==> src/hw/rtl/tlprq_pkg.sv <==
// ----------------------------------------------------------------------------
// tlprq_pkg
// Types and codes shared by the two-level priority ready queue scheduler.
// ----------------------------------------------------------------------------
package tlprq_pkg;

  localparam int ID_W = 4;
  localparam int OP_W = 3;
  localparam int STAT_W = 3;
  localparam int ID_SPAN = 1 << ID_W;

  localparam logic [OP_W-1:0] OP_ADD = 3'd0;
  localparam logic [OP_W-1:0] OP_YIELD = 3'd1;
  localparam logic [OP_W-1:0] OP_WAKEUP = 3'd2;
  localparam logic [OP_W-1:0] OP_BLOCK = 3'd3;
  localparam logic [OP_W-1:0] OP_REMOVE = 3'd4;

  localparam logic [STAT_W-1:0] STAT_OK = 3'd0;
  localparam logic [STAT_W-1:0] STAT_NONE = 3'd1;
  localparam logic [STAT_W-1:0] STAT_FULL = 3'd2;
  localparam logic [STAT_W-1:0] STAT_NOTFOUND = 3'd3;
  localparam logic [STAT_W-1:0] STAT_IGNORED = 3'd4;

  localparam logic [1:0] TS_READY = 2'd0;
  localparam logic [1:0] TS_RUNNING = 2'd1;
  localparam logic [1:0] TS_BLOCKED = 2'd2;

  typedef struct packed {
    logic [OP_W-1:0] operation;
    logic [ID_W-1:0] thread_id;
    logic            is_low_priority;
  } tlprq_in_t;

  typedef struct packed {
    logic              current_valid;
    logic [ID_W-1:0]   current_id;
    logic              current_low;
    logic [STAT_W-1:0] status;
  } tlprq_out_t;

  typedef enum logic [3:0] {
    CMD_NONE,
    CMD_LOAD,
    CMD_ADD,
    CMD_WAKE,
    CMD_BLOCK,
    CMD_REQUEUE,
    CMD_POP,
    CMD_TAKE,
    CMD_CLEAR_CUR,
    CMD_SCAN_START_HI,
    CMD_SCAN_START_LO,
    CMD_SCAN_RD,
    CMD_SCAN_CHK,
    CMD_SCAN_END,
    CMD_OUT
  } cmd_code_t;

  typedef enum logic [1:0] {
    TBL_ID,
    TBL_RID,
    TBL_RDATA
  } tbl_src_t;

  typedef struct packed {
    cmd_code_t         code;
    tbl_src_t          tbl_src;
    logic              st_en;
    logic [STAT_W-1:0] st_val;
  } ctl_cmd_t;

  typedef struct packed {
    logic [OP_W-1:0] op;
    logic            id_ok;
    logic            rv;
    logic            is_cur;
    logic            ts_blocked;
    logic            hi_ne;
    logic            lo_ne;
    logic            scan_more;
    logic            scan_low;
    logic            found;
  } dp_stat_t;

endpackage

==> src/hw/rtl/tlprq_ram.sv <==
// ----------------------------------------------------------------------------
// tlprq_ram
// Generic simple dual-port RAM, one write port, one registered read port.
// ----------------------------------------------------------------------------
module tlprq_ram #(
  parameter int WIDTH = 4,
  parameter int DEPTH = 16
) (
  input  logic                     clk,
  input  logic                     we,
  input  logic [$clog2(DEPTH)-1:0] waddr,
  input  logic [WIDTH-1:0]         wdata,
  input  logic [$clog2(DEPTH)-1:0] raddr,
  output logic [WIDTH-1:0]         rdata
);

  logic [WIDTH-1:0] mem [DEPTH];

  always_ff @(posedge clk) begin
    if (we) begin
      mem[waddr] <= wdata;
    end
    rdata <= mem[raddr];
  end

endmodule

==> src/hw/rtl/tlprq_dp.sv <==
// ----------------------------------------------------------------------------
// tlprq_dp
// Datapath: ready queues, pointers, thread table, current thread, result.
// ----------------------------------------------------------------------------
module tlprq_dp #(
  parameter int THREAD_COUNT = 16,
  parameter int QUEUE_DEPTH = 16
) (
  input  logic                  clk,
  input  logic                  rst,
  input  tlprq_pkg::tlprq_in_t  req,
  input  tlprq_pkg::ctl_cmd_t   cmd,
  output tlprq_pkg::dp_stat_t   stat,
  output tlprq_pkg::tlprq_out_t rsp
);

  import tlprq_pkg::*;

  localparam int TBL = (THREAD_COUNT < ID_SPAN) ? THREAD_COUNT : ID_SPAN;
  localparam int TW = $clog2(TBL);
  localparam int QW = $clog2(QUEUE_DEPTH);
  localparam int CW = $clog2(QUEUE_DEPTH + 1);
  localparam int SW = QW + 1;
  localparam int IW1 = ID_W + 1;
  localparam logic [IW1-1:0] TBL_C = IW1'(TBL);
  localparam logic [CW-1:0] FULL_C = CW'(QUEUE_DEPTH);

  function automatic logic [QW-1:0] ptr_inc(input logic [QW-1:0] p);
    ptr_inc = (p == QW'(QUEUE_DEPTH - 1)) ? '0 : p + QW'(1);
  endfunction

  function automatic logic [QW-1:0] ptr_add(input logic [QW-1:0] h, input logic [CW-1:0] c);
    logic [SW-1:0] s;
    s = SW'(h) + SW'(c);
    if (s >= SW'(QUEUE_DEPTH)) begin
      s = s - SW'(QUEUE_DEPTH);
    end
    return s[QW-1:0];
  endfunction

  logic [OP_W-1:0]   in_op;
  logic [ID_W-1:0]   in_id;
  logic              in_low;
  logic [QW-1:0]     head_hi;
  logic [QW-1:0]     head_lo;
  logic [CW-1:0]     cnt_hi;
  logic [CW-1:0]     cnt_lo;
  logic              rv;
  logic [ID_W-1:0]   rid;
  logic [1:0]        tstate [TBL];
  logic              tlow [TBL];
  logic              qsel;
  logic [QW-1:0]     rd_ptr;
  logic [QW-1:0]     wr_ptr;
  logic [CW-1:0]     idx;
  logic [CW-1:0]     kept;
  logic              found;
  logic [STAT_W-1:0] st;

  logic [ID_W-1:0] rdata_hi;
  logic [ID_W-1:0] rdata_lo;
  logic [ID_W-1:0] q_rdata;
  logic [ID_W-1:0] tbl_a;
  logic            tbl_hit;
  logic [TW-1:0]   tbl_idx;
  logic [1:0]      ts_rd;
  logic            tl_rd;
  logic            push_req;
  logic            push_low;
  logic            push_full;
  logic            scan_keep;
  logic            we_hi;
  logic            we_lo;
  logic [QW-1:0]   waddr_hi;
  logic [QW-1:0]   waddr_lo;
  logic [ID_W-1:0] wdata;
  logic [QW-1:0]   raddr;
  logic            rdata_ok;
  logic            hi_ne;
  logic            lo_ne;

  assign q_rdata = qsel ? rdata_lo : rdata_hi;
  assign hi_ne = (cnt_hi != '0);
  assign lo_ne = (cnt_lo != '0);

  always_comb begin
    case (cmd.tbl_src)
      TBL_ID:    tbl_a = in_id;
      TBL_RID:   tbl_a = rid;
      TBL_RDATA: tbl_a = q_rdata;
      default:   tbl_a = rid;
    endcase
  end

  assign tbl_hit = (IW1'(tbl_a) < TBL_C);
  assign tbl_idx = tbl_a[TW-1:0];
  assign ts_rd = tbl_hit ? tstate[tbl_idx] : TS_READY;
  assign tl_rd = tbl_hit ? tlow[tbl_idx] : 1'b0;
  assign rdata_ok = (IW1'(q_rdata) < TBL_C);

  assign push_req = (cmd.code == CMD_ADD) || (cmd.code == CMD_WAKE) ||
                    ((cmd.code == CMD_REQUEUE) && rv && (ts_rd == TS_RUNNING));
  assign push_low = (cmd.code == CMD_ADD) ? in_low : tl_rd;
  assign push_full = push_low ? (cnt_lo == FULL_C) : (cnt_hi == FULL_C);
  assign scan_keep = (cmd.code == CMD_SCAN_CHK) && (q_rdata != in_id);

  assign we_hi = (push_req && !push_low && !push_full) || (scan_keep && !qsel);
  assign we_lo = (push_req && push_low && !push_full) || (scan_keep && qsel);
  assign waddr_hi = (cmd.code == CMD_SCAN_CHK) ? wr_ptr : ptr_add(head_hi, cnt_hi);
  assign waddr_lo = (cmd.code == CMD_SCAN_CHK) ? wr_ptr : ptr_add(head_lo, cnt_lo);
  assign wdata = (cmd.code == CMD_SCAN_CHK) ? q_rdata : tbl_a;
  assign raddr = (cmd.code == CMD_POP) ? (hi_ne ? head_hi : head_lo) : rd_ptr;

  tlprq_ram #(.WIDTH(ID_W), .DEPTH(QUEUE_DEPTH)) u_high_queue (
    .clk   (clk),
    .we    (we_hi),
    .waddr (waddr_hi),
    .wdata (wdata),
    .raddr (raddr),
    .rdata (rdata_hi)
  );

  tlprq_ram #(.WIDTH(ID_W), .DEPTH(QUEUE_DEPTH)) u_low_queue (
    .clk   (clk),
    .we    (we_lo),
    .waddr (waddr_lo),
    .wdata (wdata),
    .raddr (raddr),
    .rdata (rdata_lo)
  );

  always_ff @(posedge clk) begin
    if (cmd.code == CMD_LOAD) begin
      in_op <= req.operation;
      in_id <= req.thread_id;
      in_low <= req.is_low_priority;
    end
    if (cmd.code == CMD_OUT) begin
      rsp.current_valid <= rv;
      rsp.current_id <= rv ? rid : '0;
      rsp.current_low <= rv & tl_rd;
      rsp.status <= st;
    end
  end

  always_ff @(posedge clk) begin
    if (rst) begin
      head_hi <= '0;
      head_lo <= '0;
      cnt_hi <= '0;
      cnt_lo <= '0;
      rv <= 1'b0;
      rid <= '0;
      for (int i = 0; i < TBL; i++) begin
        tstate[i] <= TS_READY;
        tlow[i] <= 1'b0;
      end
      qsel <= 1'b0;
      rd_ptr <= '0;
      wr_ptr <= '0;
      idx <= '0;
      kept <= '0;
      found <= 1'b0;
      st <= STAT_OK;
    end else begin
      if (push_req) begin
        if (push_full) begin
          st <= STAT_FULL;
        end else if (push_low) begin
          cnt_lo <= cnt_lo + CW'(1);
        end else begin
          cnt_hi <= cnt_hi + CW'(1);
        end
      end
      if (cmd.st_en) begin
        st <= cmd.st_val;
      end
      case (cmd.code)
        CMD_LOAD: begin
          st <= STAT_OK;
        end
        CMD_ADD: begin
          if (tbl_hit) begin
            tlow[tbl_idx] <= in_low;
          end
        end
        CMD_WAKE: begin
          if (tbl_hit) begin
            tstate[tbl_idx] <= TS_READY;
          end
        end
        CMD_BLOCK: begin
          if (tbl_hit) begin
            tstate[tbl_idx] <= TS_BLOCKED;
          end
        end
        CMD_REQUEUE: begin
          if (rv && tbl_hit && (ts_rd == TS_RUNNING)) begin
            tstate[tbl_idx] <= TS_READY;
          end
        end
        CMD_POP: begin
          qsel <= !hi_ne;
          if (hi_ne) begin
            head_hi <= ptr_inc(head_hi);
            cnt_hi <= cnt_hi - CW'(1);
          end else begin
            head_lo <= ptr_inc(head_lo);
            cnt_lo <= cnt_lo - CW'(1);
          end
        end
        CMD_TAKE: begin
          if (rdata_ok) begin
            rv <= 1'b1;
            rid <= q_rdata;
            if (tbl_hit) begin
              tstate[tbl_idx] <= TS_RUNNING;
            end
          end else begin
            rv <= 1'b0;
            rid <= '0;
          end
        end
        CMD_CLEAR_CUR: begin
          rv <= 1'b0;
          rid <= '0;
        end
        CMD_SCAN_START_HI: begin
          qsel <= 1'b0;
          rd_ptr <= head_hi;
          wr_ptr <= head_hi;
          idx <= '0;
          kept <= '0;
          found <= 1'b0;
        end
        CMD_SCAN_START_LO: begin
          qsel <= 1'b1;
          rd_ptr <= head_lo;
          wr_ptr <= head_lo;
          idx <= '0;
          kept <= '0;
          found <= 1'b0;
        end
        CMD_SCAN_RD: begin
          rd_ptr <= ptr_inc(rd_ptr);
          idx <= idx + CW'(1);
        end
        CMD_SCAN_CHK: begin
          if (scan_keep) begin
            wr_ptr <= ptr_inc(wr_ptr);
            kept <= kept + CW'(1);
          end else begin
            found <= 1'b1;
          end
        end
        CMD_SCAN_END: begin
          if (qsel) begin
            cnt_lo <= kept;
          end else begin
            cnt_hi <= kept;
          end
        end
        default: begin
        end
      endcase
    end
  end

  assign stat.op = in_op;
  assign stat.id_ok = (IW1'(in_id) < TBL_C);
  assign stat.rv = rv;
  assign stat.is_cur = rv && (rid == in_id);
  assign stat.ts_blocked = (ts_rd == TS_BLOCKED);
  assign stat.hi_ne = hi_ne;
  assign stat.lo_ne = lo_ne;
  assign stat.scan_more = (idx < (qsel ? cnt_lo : cnt_hi));
  assign stat.scan_low = qsel;
  assign stat.found = found;

endmodule

==> src/hw/rtl/tlprq_ctrl.sv <==
// ----------------------------------------------------------------------------
// tlprq_ctrl
// Controller: sequences one request through the datapath, owns handshakes.
// ----------------------------------------------------------------------------
module tlprq_ctrl (
  input  logic                clk,
  input  logic                rst,
  input  logic                req_valid,
  output logic                req_ready,
  output logic                rsp_valid,
  input  logic                rsp_ready,
  input  tlprq_pkg::dp_stat_t stat,
  output tlprq_pkg::ctl_cmd_t cmd
);

  import tlprq_pkg::*;

  typedef enum logic [8:0] {
    CS_IDLE     = 9'b000000001,
    CS_EXEC     = 9'b000000010,
    CS_POP      = 9'b000000100,
    CS_TAKE     = 9'b000001000,
    CS_SCAN_RD  = 9'b000010000,
    CS_SCAN_CHK = 9'b000100000,
    CS_SCAN_END = 9'b001000000,
    CS_SCAN_LO  = 9'b010000000,
    CS_DONE     = 9'b100000000
  } ctl_state_t;

  ctl_state_t state;
  ctl_state_t state_next;
  logic       out_load;

  assign req_ready = (state == CS_IDLE);
  assign out_load = (cmd.code == CMD_OUT);

  always_comb begin
    state_next = state;
    cmd.code = CMD_NONE;
    cmd.tbl_src = TBL_RID;
    cmd.st_en = 1'b0;
    cmd.st_val = STAT_OK;
    case (state)
      CS_IDLE: begin
        if (req_valid) begin
          cmd.code = CMD_LOAD;
          state_next = CS_EXEC;
        end
      end
      CS_EXEC: begin
        state_next = CS_DONE;
        case (stat.op)
          OP_ADD: begin
            cmd.tbl_src = TBL_ID;
            if (stat.id_ok) begin
              cmd.code = CMD_ADD;
            end else begin
              cmd.st_en = 1'b1;
              cmd.st_val = STAT_IGNORED;
            end
          end
          OP_YIELD: begin
            cmd.code = CMD_REQUEUE;
            state_next = CS_POP;
          end
          OP_WAKEUP: begin
            cmd.tbl_src = TBL_ID;
            if (stat.id_ok && stat.ts_blocked) begin
              cmd.code = CMD_WAKE;
            end else begin
              cmd.st_en = 1'b1;
              cmd.st_val = STAT_IGNORED;
            end
          end
          OP_BLOCK: begin
            if (stat.rv) begin
              cmd.code = CMD_BLOCK;
            end else begin
              cmd.st_en = 1'b1;
              cmd.st_val = STAT_IGNORED;
            end
          end
          OP_REMOVE: begin
            cmd.tbl_src = TBL_ID;
            if (!stat.id_ok) begin
              cmd.st_en = 1'b1;
              cmd.st_val = STAT_IGNORED;
            end else if (stat.is_cur) begin
              cmd.code = CMD_CLEAR_CUR;
            end else begin
              cmd.code = CMD_SCAN_START_HI;
              state_next = CS_SCAN_RD;
            end
          end
          default: begin
            cmd.st_en = 1'b1;
            cmd.st_val = STAT_IGNORED;
          end
        endcase
      end
      CS_POP: begin
        if (stat.hi_ne || stat.lo_ne) begin
          cmd.code = CMD_POP;
          state_next = CS_TAKE;
        end else begin
          cmd.code = CMD_CLEAR_CUR;
          cmd.st_en = 1'b1;
          cmd.st_val = STAT_NONE;
          state_next = CS_DONE;
        end
      end
      CS_TAKE: begin
        cmd.code = CMD_TAKE;
        cmd.tbl_src = TBL_RDATA;
        state_next = CS_DONE;
      end
      CS_SCAN_RD: begin
        if (stat.scan_more) begin
          cmd.code = CMD_SCAN_RD;
          state_next = CS_SCAN_CHK;
        end else begin
          state_next = CS_SCAN_END;
        end
      end
      CS_SCAN_CHK: begin
        cmd.code = CMD_SCAN_CHK;
        state_next = CS_SCAN_RD;
      end
      CS_SCAN_END: begin
        cmd.code = CMD_SCAN_END;
        if (stat.found) begin
          state_next = CS_DONE;
        end else if (stat.scan_low) begin
          cmd.st_en = 1'b1;
          cmd.st_val = STAT_NOTFOUND;
          state_next = CS_DONE;
        end else begin
          state_next = CS_SCAN_LO;
        end
      end
      CS_SCAN_LO: begin
        cmd.code = CMD_SCAN_START_LO;
        state_next = CS_SCAN_RD;
      end
      CS_DONE: begin
        if (!rsp_valid || rsp_ready) begin
          cmd.code = CMD_OUT;
          state_next = CS_IDLE;
        end
      end
      default: begin
        state_next = CS_IDLE;
      end
    endcase
  end

  always_ff @(posedge clk) begin
    if (rst) begin
      state <= CS_IDLE;
      rsp_valid <= 1'b0;
    end else begin
      state <= state_next;
      if (out_load) begin
        rsp_valid <= 1'b1;
      end else if (rsp_ready) begin
        rsp_valid <= 1'b0;
      end
    end
  end

endmodule

==> src/hw/rtl/two_level_priority_ready_queues.sv <==
// ----------------------------------------------------------------------------
// two_level_priority_ready_queues
// Strict-priority thread scheduler with high and low FIFO ready queues.
// ----------------------------------------------------------------------------
// req carries one scheduling request a beat (add, yield, wakeup, block,
// remove); rsp returns one beat per request with the current thread and a
// status code. Both channels are valid/ready.
// Requests run one at a time. Add, wakeup, block and unknown codes pass
// through the execute and done states. Yield requeues the current thread,
// pops a queue and takes the registered RAM read; with both queues empty it
// clears the current thread instead. Remove of a valid id that is not the
// current thread walks the live entries of the high queue, then the low
// queue if the id was not there, with a read and a check state per entry
// and an end state per queue walked. The next request is taken the cycle
// after the result is loaded into the output register.
// A result waiting on rsp_ready does not block the next request from being
// taken; that request finishes once the output register frees up.
// Reset empties both queues, clears the current thread and sets every
// thread ready and high priority; no clearing pass is needed.
// ----------------------------------------------------------------------------
module two_level_priority_ready_queues #(
  parameter int THREAD_COUNT = 16,
  parameter int QUEUE_DEPTH = 16
) (
  input  logic                  clk,
  input  logic                  rst,
  input  logic                  req_valid,
  output logic                  req_ready,
  input  tlprq_pkg::tlprq_in_t  req,
  output logic                  rsp_valid,
  input  logic                  rsp_ready,
  output tlprq_pkg::tlprq_out_t rsp
);

  import tlprq_pkg::*;

  ctl_cmd_t cmd;
  dp_stat_t stat;

  tlprq_ctrl u_ctrl (
    .clk       (clk),
    .rst       (rst),
    .req_valid (req_valid),
    .req_ready (req_ready),
    .rsp_valid (rsp_valid),
    .rsp_ready (rsp_ready),
    .stat      (stat),
    .cmd       (cmd)
  );

  tlprq_dp #(
    .THREAD_COUNT (THREAD_COUNT),
    .QUEUE_DEPTH  (QUEUE_DEPTH)
  ) u_dp (
    .clk  (clk),
    .rst  (rst),
    .req  (req),
    .cmd  (cmd),
    .stat (stat),
    .rsp  (rsp)
  );

endmodule

==> config.mk <==
export PLATFORM = sky130hd
export DESIGN_NAME = two_level_priority_ready_queues
export DESIGN_NICKNAME = d
export VERILOG_FILES = /design/src/hw/rtl/tlprq_pkg.sv /design/src/hw/rtl/tlprq_ram.sv /design/src/hw/rtl/tlprq_dp.sv /design/src/hw/rtl/tlprq_ctrl.sv /design/src/hw/rtl/two_level_priority_ready_queues.sv
export SDC_FILE = /design/constraint.sdc
export NUM_CORES = 1
export LEC_CHECK = 0
export BUFFER_PORTS_ARGS = -buffer_cell sky130_fd_sc_hd__buf_2
export CORE_ASPECT_RATIO = 1.75
export CORE_MARGIN = 2
export CORE_UTILIZATION = 33
export CTS_BUF_LIST = sky130_fd_sc_hd__clkbuf_8
export DETAILED_ROUTE_END_ITERATION = 10
export PLACE_DENSITY = 0.46
export SKIP_CTS_REPAIR_TIMING = 1
export SLEW_MARGIN = 30
export SYNTH_ARGS = -nofsm -noshare
export SYNTH_HDL_FRONTEND = slang
export SYNTH_SLANG_ARGS = --single-unit
==> constraint.sdc <==
create_clock -name clk -period 8.5 [get_ports clk]
set_clock_uncertainty 0.1 [all_clocks]
set_input_delay 1.7 -clock clk [delete_from_list [all_inputs] [get_ports clk]]
set_output_delay 1.7 -clock clk [all_outputs]
set_load 0.01 [all_outputs]
==> flow_summary.yaml, run 1 <==
drt:
  routed-via-count: 9368
  routed_via_density: 5.54
  firstDrtPassIters: 5
  routed_wl_mm: 38.6
  ant_nets: 0
  wire_per_inst_um: 22.8
  drc: 0
  drtIter0Drc: 604
status:
  outcome: "complete, no violations"
synth:
  syn_area_per_cell_um2: 11.1
  syn-cell-area_mm2: 0.0127
  synth_top_area_share_pct: 45.5
  synthCells: 1151
  synth_area_leaders: "edfxtp_1, dfxtp_1, mux4_2"
  yosys_warnings: 0
  synthFlopType: "edfxtp_1"
  ys_types: 79
  yosysTopAreaCell: "edfxtp_1"
  synth-async-reset-ratio_pct: 0
  synth-seq-cells: 257
  ys_seq_area_share_pct: 55.6
  synth.net_count: 1185
  synth-edff-count: 193
sta:
  relSlewSlack_pct: 33.8
  finalHoldViolations: 0
  layout_min_cycle_time_ns: 5.92
  timing.hold.ws_ns: 0.340
  finalSetupViolCount: 0
  worst_pin_slew_ns: 0.990
  max_freq_ghz: 0.169
  finalCritPeriodShare_pct: 69.7
  fin_tns_setup_ns: 0
  rsz0062_at_grt: "false"
  drv_slew: 0
clocking:
  clk-insertion-delay-late_ns: 0.59
  cts-root-buf: "clkbuf_8"
  max-clock-path-buffers: 3
  cts_num_sinks: 257
  cts_max_level: 2
  cts_tree: "built"
  numCtsBuffers: 40
  path_clk_slew_ns: 0.07
layout:
  drive_gt1_share_pct: 14.0
  fillCellCount: 3815
  syn2layout_area_growth_pct: 12.5
  seq_area_mm2: 0.00708
  multi_input_area_mm2: 0.00541
  fin_nets: 1208
  stdcell_count: 1690
  final_area_mm2: 0.0143
  utilization_pct: 37.4
pwr:
  p_sw_share_pct: 23.1
  p_int_mw: 1.95
  powerDensity_mw_per_mm2: 177
  p_leak_nw: 4.85
  seq_power_share_pct: 53.7
  clkPwrFrac_pct: 43.0
  peakVddDrop_mv: 0.103
  p_comb_share_pct: 3.2
  p_switching_uw: 586
placed_design:
  portBuffers: 22
  place_area_mm2: 0.0135
  place_hpwl_mm: 28.2
  dpl.cell_count: 1617
  place_congestion: 0.836
global_routing:
  grt_overflow: 0
  grt_max_degree: 50
  grt_pass1_vias: 9796
  grt_antenna_before_repair: 1
  grt_use_total_pct: 19.1
  grt_pass1_wl_mm: 58.9
die:
  die_area_mm2: 0.0402
  initial_utilization_pct: 33.3
  fp.dieW_um: 152
  ioPinCount: 23
  die_height_um: 264
  coreArea_mm2: 0.0383
  row_count: 95
flow_run:
  cap_violations: 0
critical_path:
  cp-end-kind: "register"
  startpoint_type: "register"
  worstSetupPathType: "register to register"
  worst_ep_required_time_ns: 8.64
  crit_fanout: 26
  critPathArrivalTime_ns: 6.07
hold_path:
  hp-class: "register to register"
==> worst max-delay path, stage by stage, from the launching register on <==
cell and delay [ns]:
dfxtp_1 0.31, buf_4 0.32, mux2i_1 0.62, nor2_1 0.13, o21ai_1 0.33, nand2_1 0.51, nor2_1 0.49, a2111oi_0 0.17
or4b_1 0.69, nor3_1 0.41, nand3_1 0.24, a21oi_2 0.45, o21ai_0 0.18, or2_1 0.30, nor2_1 0.32
==> power by group through the flow <==
| stage | combinational (mW) | clock [mW] | sequential (mW) |
|---|---|---|---|
| floorplan | 0.0586 | 0 | 1.38 |
| global placement | 0.0798 | 0 | 1.39 |
| detailed placement | 0.0815 | 0 | 1.39 |
| CTS | 0.0818 | 1.12 | 1.36 |
| global route | 0.0897 | 1.17 | 1.36 |
| finish | 0.0816 | 1.09 | 1.36 |
==> path summary, 6_finish.rpt <==
kind                                               from                                     to  slack [ns]  cells past startpoint
worst max-delay path             u_dp.qsel$_SDFFE_PP0P_  u_dp.u_high_queue.mem[4][3]$_DFFE_PP_        2.58                     14
worst min-delay path            u_dp.st[0]$_SDFFE_PP0P_                  u_dp.rsp[0]$_DFFE_PP_        0.34                      0
worst max register to register   u_dp.qsel$_SDFFE_PP0P_  u_dp.u_high_queue.mem[4][3]$_DFFE_PP_        2.58                     14
worst min register to register  u_dp.st[0]$_SDFFE_PP0P_                  u_dp.rsp[0]$_DFFE_PP_        0.34                      0
==> layout by cell type, fill, tap and decap left out, types with 7 or more instances in the layout <==
cell type  count
a211oi_1       8
a21o_1         7
a21oi_1       55
a22oi_1        7
a31oi_1       20
and2_1        13
and3_1        16
buf_2         21
buf_4         14
clkbuf_8      44
clkinv_1       7
dfxtp_1       64
edfxtp_1     193
ha_1          20
inv_1         34
mux2_2        12
mux2i_1       28
mux4_2        32
nand2_1       97
nand2b_1       9
nand3_1       37
nand4_1        9
nor2_1       167
nor2b_1        7
nor3_1        22
o21ai_0       92
o21ai_1        8
or3_1          8
xnor2_1       15
xor2_1         7
==> final cells by class <==
class	count	area share (%)
diodes	1	0.0175
multi-input cells	811	37.7
clock buffers	44	4.23
well taps	485	4.24
inverters	25	0.655
repair buffers	39	2.24
clock inverters	28	1.48
flip-flops and latches	257	49.4
==> metal layers <==
| metal | global-route usage [%] | wire (um) | vias up |
|---|---|---|---|
| met3 | 2.36 | 1290 | 94 |
| li1 | - | - | 4372 |
| met4 | 8.68 | 1780 | 0 |
| met5 | 0 | 0 | - |
| met2 | 38.5 | 22000 | 230 |
| met1 | 19.2 | 13500 | 4672 |
==> cell usage after synthesis (all sizes together) (3+ instances only) <==
library cell,count
a21oi,62
a221oi,6
a22oi,7
nand4b,6
clkbuf,43
dfxtp,64
o21a,5
buf,15
nand4,9
and2,15
edfxtp,193
nor2,169
a211oi,10
or3,9
mux4,32
and3,16
nand2,97
o221ai,4
or2,4
inv,25
o211ai,6
xor2,7
nor3,24
a2111oi,6
a31oi,20
xnor2,15
mux2,12
nor4b,3
a21o,7
a21boi,3
nor2b,7
o311ai,3
nor4,5
mux2i,28
a311oi,5
nand2b,9
ha,20
o31ai,4
nor3b,6
o21ai,104
nand3,38
==> flip-flops by register name, summed over array words and instances, names as in the netlist, 3 cells and up <==
| name | flops |
|---|---|
| u_dp.kept | 5 |
| u_dp.rid | 4 |
| u_dp.wr_ptr | 4 |
| u_dp.idx | 5 |
| u_dp.cnt_hi | 5 |
| u_dp.u_low_queue.rdata | 4 |
| u_dp.head_lo | 4 |
| u_dp.rd_ptr | 4 |
| u_dp.in_id | 4 |
| u_dp.u_high_queue.rdata | 4 |
| u_dp.st | 3 |
| u_dp.u_low_queue.mem | 64 |
| u_dp.head_hi | 4 |
| u_dp.tstate | 32 |
| u_dp.cnt_lo | 5 |
| u_dp.rsp | 9 |
| u_ctrl.state | 9 |
| u_dp.in_op | 3 |
| u_dp.tlow | 16 |
| u_dp.u_high_queue.mem | 64 |
==> metrics by stage <==
step	power [mW]	worst slack, ns
6_report	2.53	2.58
5_1_grt	2.62	2.19
4_1_cts	2.57	2.59
3_3_place_gp	1.47	2.39
3_5_place_dp	1.47	2.63
2_1_floorplan	1.44	3.90
==> kinds of logic after synthesis <==
family	count (synthesis)	synth area share [%]
and+or+nand+nor	426	15.8
DFF	257	55.6
xor gates and xnor gates	22	1.51
AOI/OAI and AO/OA	269	13.2
muxes	72	8.92
adders and majority gates	22	2.28
buffers and inverters	83	2.67
Power figures use the tool's default switching activity.
==> run 2, diff against run 1 <==
==> constraint.sdc (replaced) <==
create_clock -name clk -period 5.6 [get_ports clk]
set_clock_uncertainty 0.1 [all_clocks]
set_input_delay 1.12 -clock clk [delete_from_list [all_inputs] [get_ports clk]]
set_output_delay 1.12 -clock clk [all_outputs]
set_load 0.01 [all_outputs]
==> flow_summary.yaml, run 2 (synthesis results as in run 1) <==
global_routing:
  grt_pass1_vias: 9721
  grt_use_met3_pct: 2.40
  busiest_layer: "met2"
  grt_antenna_before_repair: 1
  use_met2_pct: 38.0
  globalRouteMet1Util_pct: 18.8
  grt_pass1_wl_mm: 58.4
  grt_max_degree: 49
  grt_use_total_pct: 18.9
  grt_overflow: 0
drt:
  routed-via-count: 9384
  routed_via_density: 5.47
  routed_wl_mm: 38.5
  firstDrtPassIters: 5
  drtIter0Drc: 641
  drc: 0
  wire_per_inst_um: 22.4
  ant_nets: 0
critical_path:
  cp-end-kind: "register"
  startpoint_type: "register"
  worst_ep_required_time_ns: 5.73
  worstSetupPathType: "register to register"
  critPathArrivalTime_ns: 5.43
  crit_fanout: 12
clocking:
  cts_num_sinks: 257
  numCtsBuffers: 42
  cts_max_level: 2
  cts_tree: "built"
  max-clock-path-buffers: 3
  path_clk_slew_ns: 0.08
  cts-root-buf: "clkbuf_8"
  clk-insertion-delay-late_ns: 0.58
sta:
  finalCritPeriodShare_pct: 94.6
  finalHoldViolations: 0
  relSlewSlack_pct: 35.6
  timing.hold.ws_ns: 0.336
  setup_slack_ns: 0.300
  layout_min_cycle_time_ns: 5.30
  drv_slew: 0
  worst_pin_slew_ns: 0.957
  finalSetupViolCount: 0
  max_freq_ghz: 0.189
  fin_tns_setup_ns: 0
  rsz0062_at_grt: "false"
die:
  coreArea_mm2: 0.0383
  fp.dieW_um: 152
  die_height_um: 264
  row_count: 95
  die_area_mm2: 0.0402
  initial_utilization_pct: 33.3
  ioPinCount: 23
layout:
  fin_nets: 1231
  syn2layout_area_growth_pct: 14.2
  drive_gt1_share_pct: 15.9
  layout_commonest_cell: "edfxtp_1"
  largestRegisters: "u_dp.u_high_queue.mem (64), u_dp.u_low_queue.mem (64), u_dp.tstate (32)"
  layout_common_cells: "edfxtp_1, nor2_1, nand2_1"
  fillCellCount: 3793
  final_area_mm2: 0.0145
placed_design:
  pre_cts_slack_ns: 0.304
  place_area_mm2: 0.0136
  place_hpwl_mm: 28.2
  place_congestion: 0.876
  portBuffers: 22
pwr:
  powerDensity_mw_per_mm2: 271
  p_leak_nw: 5.00
  peakVddDrop_mv: 0.114
hold_path:
  hp-class: "register to register"
status:
  outcome: "complete, no violations"
flow_run:
  cap_violations: 0
run 2: cell count changes in the layout (fill, tap and decap cells not counted), moves of 2 or more:
| cell | change |
|---|---|
| buf_4 | +18 |
| buf_8 | +2 |
| clkbuf_8 | +2 |
| clkinv_1 | -3 |
| inv_1 | +4 |
| nor2_2 | +2 |
run 2: critical path, stage by stage (launching register included):
cell and delay, ns:
dfxtp_1 0.38, nor4_4 0.49, nand2_1 0.28, o21ai_2 0.27, nand2_1 0.34, and3_1 0.30
or4b_1 0.53, or4b_1 0.41, nand3_1 0.28, a221oi_2 0.43, o21ai_2 0.20, a211oi_2 0.28
o21ai_1 0.28, nor2_1 0.37
run 2: cell type report:
class                           instances  area [um^2]  area share, %
Antenna cell                            1         2.50         0.0172
Clock buffer                           46          633           4.35
Clock inverter                         31          245           1.69
Inverter                               25         93.8          0.645
Multi-Input combinational cell        811         5410           37.2
Sequential cell                       257         7080           48.6
Tap cell                              485          607           4.17
Timing Repair Buffer                   60          483           3.32
run 2: path summary, 6_finish.rpt:
check	start	depth (start not counted)	slack (ns)	endpoint
worst max-delay path	u_ctrl.state[5]$_SDFFE_PP0P_	13	0.30	u_dp.u_low_queue.mem[12][0]$_DFFE_PP_
worst min-delay path	u_dp.st[2]$_SDFFE_PP0P_	0	0.34	u_dp.rsp[2]$_DFFE_PP_
worst max register to register	u_ctrl.state[5]$_SDFFE_PP0P_	13	0.30	u_dp.u_low_queue.mem[12][0]$_DFFE_PP_
worst min register to register	u_dp.st[2]$_SDFFE_PP0P_	0	0.34	u_dp.rsp[2]$_DFFE_PP_
run 2: layer usage:
metal | wire, um | part of all wire (%)
met2 | 22000 | 57
met4 | 1700 | 4.4
met1 | 13600 | 35
met3 | 1180 | 3.1
met5 | 0 | 0
run 2: power breakdown:
| group | internal (mW) | total [mW] | switching [mW] | leakage (nW) |
|---|---|---|---|---|
| clock network | 0.948 | 1.75 | 0.797 | 0.497 |
| registers | 2.05 | 2.07 | 0.0172 | 2.35 |
| logic | 0.0443 | 0.129 | 0.0849 | 2.15 |
run 2: through the flow:
step                power (mW)  util [%]  cells
floorplan                 2.18         -   1151
global placement          2.23      35.4   1633
detailed placement        2.23      35.6   1636
CTS                       3.98      37.9   1713
global route              4.07      38.0   1716
finish                    3.94      38.0   1716
==> run 3, diff against run 2 <==
==> constraint.sdc (replaced) <==
create_clock -name clk -period 6.2 [get_ports clk]
set_clock_uncertainty 0.1 [all_clocks]
set_input_delay 1.24 -clock clk [delete_from_list [all_inputs] [get_ports clk]]
set_output_delay 1.24 -clock clk [all_outputs]
set_load 0.01 [all_outputs]
==> flow_summary.yaml, run 3 (synthesis results as in run 1) <==
drt:
  firstDrtPassIters: 5
  routed_wl_mm: 38.1
  drc: 0
  wire_per_inst_um: 22.4
  drtIter0Drc: 601
  routed-via-count: 9322
  routed_via_density: 5.48
  ant_nets: 0
layout:
  syn2layout_area_growth_pct: 12.1
  layout_common_cells: "edfxtp_1, nor2_1, nand2_1"
  stdcell_count: 1702
  largestRegisters: "u_dp.u_high_queue.mem (64), u_dp.u_low_queue.mem (64), u_dp.tstate (32)"
  drive_gt1_share_pct: 14.1
  fin_nets: 1219
  layout_commonest_cell: "edfxtp_1"
  utilization_pct: 37.3
critical_path:
  slowest_stage: "a2111oi_2"
  startpoint_type: "register"
  critPathArrivalTime_ns: 5.83
  worst_ep_required_time_ns: 6.33
  crit_fanout: 12
  cp-end-kind: "register"
  worstSetupPathType: "register to register"
  path_cells: "nor4_4, and2_1, a21oi_2, nor2_2, buf_4, mux2_2, a2111oi_2, nor3_2, nor3_1, nand3_1, a21oi_2, o21ai_0, or2_1, nor2_1"
  critPathMostFrequentCell: "a21oi_2"
  max_stage_delay_ns: 0.61
clocking:
  path_clk_slew_ns: 0.07
  cts_max_level: 2
  numCtsBuffers: 40
  cts_tree: "built"
  max-clock-path-buffers: 3
  clk-insertion-delay-late_ns: 0.58
  cts_num_sinks: 257
  cts-root-buf: "clkbuf_8"
sta:
  finalCritPeriodShare_pct: 92.0
  finalSetupViolCount: 0
  setup_slack_ns: 0.499
  timing.hold.ws_ns: 0.354
  finalHoldViolations: 0
  worst_pin_slew_ns: 0.920
  layout_min_cycle_time_ns: 5.70
  rsz0062_at_grt: "false"
  max_freq_ghz: 0.175
  relSlewSlack_pct: 38.5
  fin_tns_setup_ns: 0
  drv_slew: 0
placed_design:
  dpl.cell_count: 1627
  place_congestion: 0.844
  pre_cts_slack_ns: 0.499
  place_hpwl_mm: 28.2
  portBuffers: 22
die:
  coreArea_mm2: 0.0383
  ioPinCount: 23
  fp.dieW_um: 152
  die_height_um: 264
  initial_utilization_pct: 33.3
  row_count: 95
  die_area_mm2: 0.0402
global_routing:
  grt_max_degree: 50
  grt_use_total_pct: 18.9
  grt_overflow: 0
  grt_antenna_before_repair: 1
  grt_pass1_vias: 9662
  grt_pass1_wl_mm: 58.3
hold_path:
  hp-class: "register to register"
flow_run:
  cap_violations: 0
pwr:
  powerDensity_mw_per_mm2: 230
  peakVddDrop_mv: 0.101
  p_leak_nw: 4.86
status:
  outcome: "complete, no violations"
run 3: cell count changes in the layout (fill, tap and decap cells not counted), sizes merged:
cell,change
clkinv,+7
inv,-1
clkinvlp,-2
buf,-10
clkbuf,-4
bufinv,-4
run 3: layout make-up:
cell class	count	area, um^2
clock inverters	31	126
diodes	1	2.50
multi-input cells	811	5410
flip-flops and latches	257	7080
clock buffers	42	578
inverters	25	93.8
well taps	485	607
repair buffers	50	388
fillers	3823	24000
run 3: worst paths after layout:
path	start	endpoint	slack, ns	cells after the start
worst max-delay path	u_ctrl.state[4]$_SDFFE_PP0P_	u_dp.u_high_queue.mem[6][3]$_DFFE_PP_	0.50	14
worst min-delay path	u_dp.st[0]$_SDFFE_PP0P_	u_dp.rsp[0]$_DFFE_PP_	0.35	0
worst max register to register	u_ctrl.state[4]$_SDFFE_PP0P_	u_dp.u_high_queue.mem[6][3]$_DFFE_PP_	0.50	14
worst min register to register	u_dp.st[0]$_SDFFE_PP0P_	u_dp.rsp[0]$_DFFE_PP_	0.35	0
run 3: critical path, delay by kind of cell, from the launching register on:
kind,cells,cell delay [ns]
and+or+nand+nor,8,2.74
AOI/OAI and AO/OA,4,1.48
DFF,1,0.36
muxes,1,0.36
buffers and inverters,1,0.30
run 3: where the power goes:
group / switching, mW / internal [mW]
clock: 0.671 / 0.628
sequential: 0.0147 / 1.85
combinational: 0.0771 / 0.0389
run 3: stage by stage:
step | instance area (um^2) | power [mW]
global placement | 13500 | 2.02
CTS | 14200 | 3.33
global route | 14300 | 3.41
floorplan | 12700 | 1.97
finish | 14300 | 3.28
detailed placement | 13500 | 2.02
run 3: per-layer routing:
layer	routed length (um)	vias up	GRT usage [%]
li1	-	4395	-
met1	13600	4643	19.2
met2	21900	199	38.1
met3	1170	85	2.53
met4	1530	0	7.81
met5	0	-	0
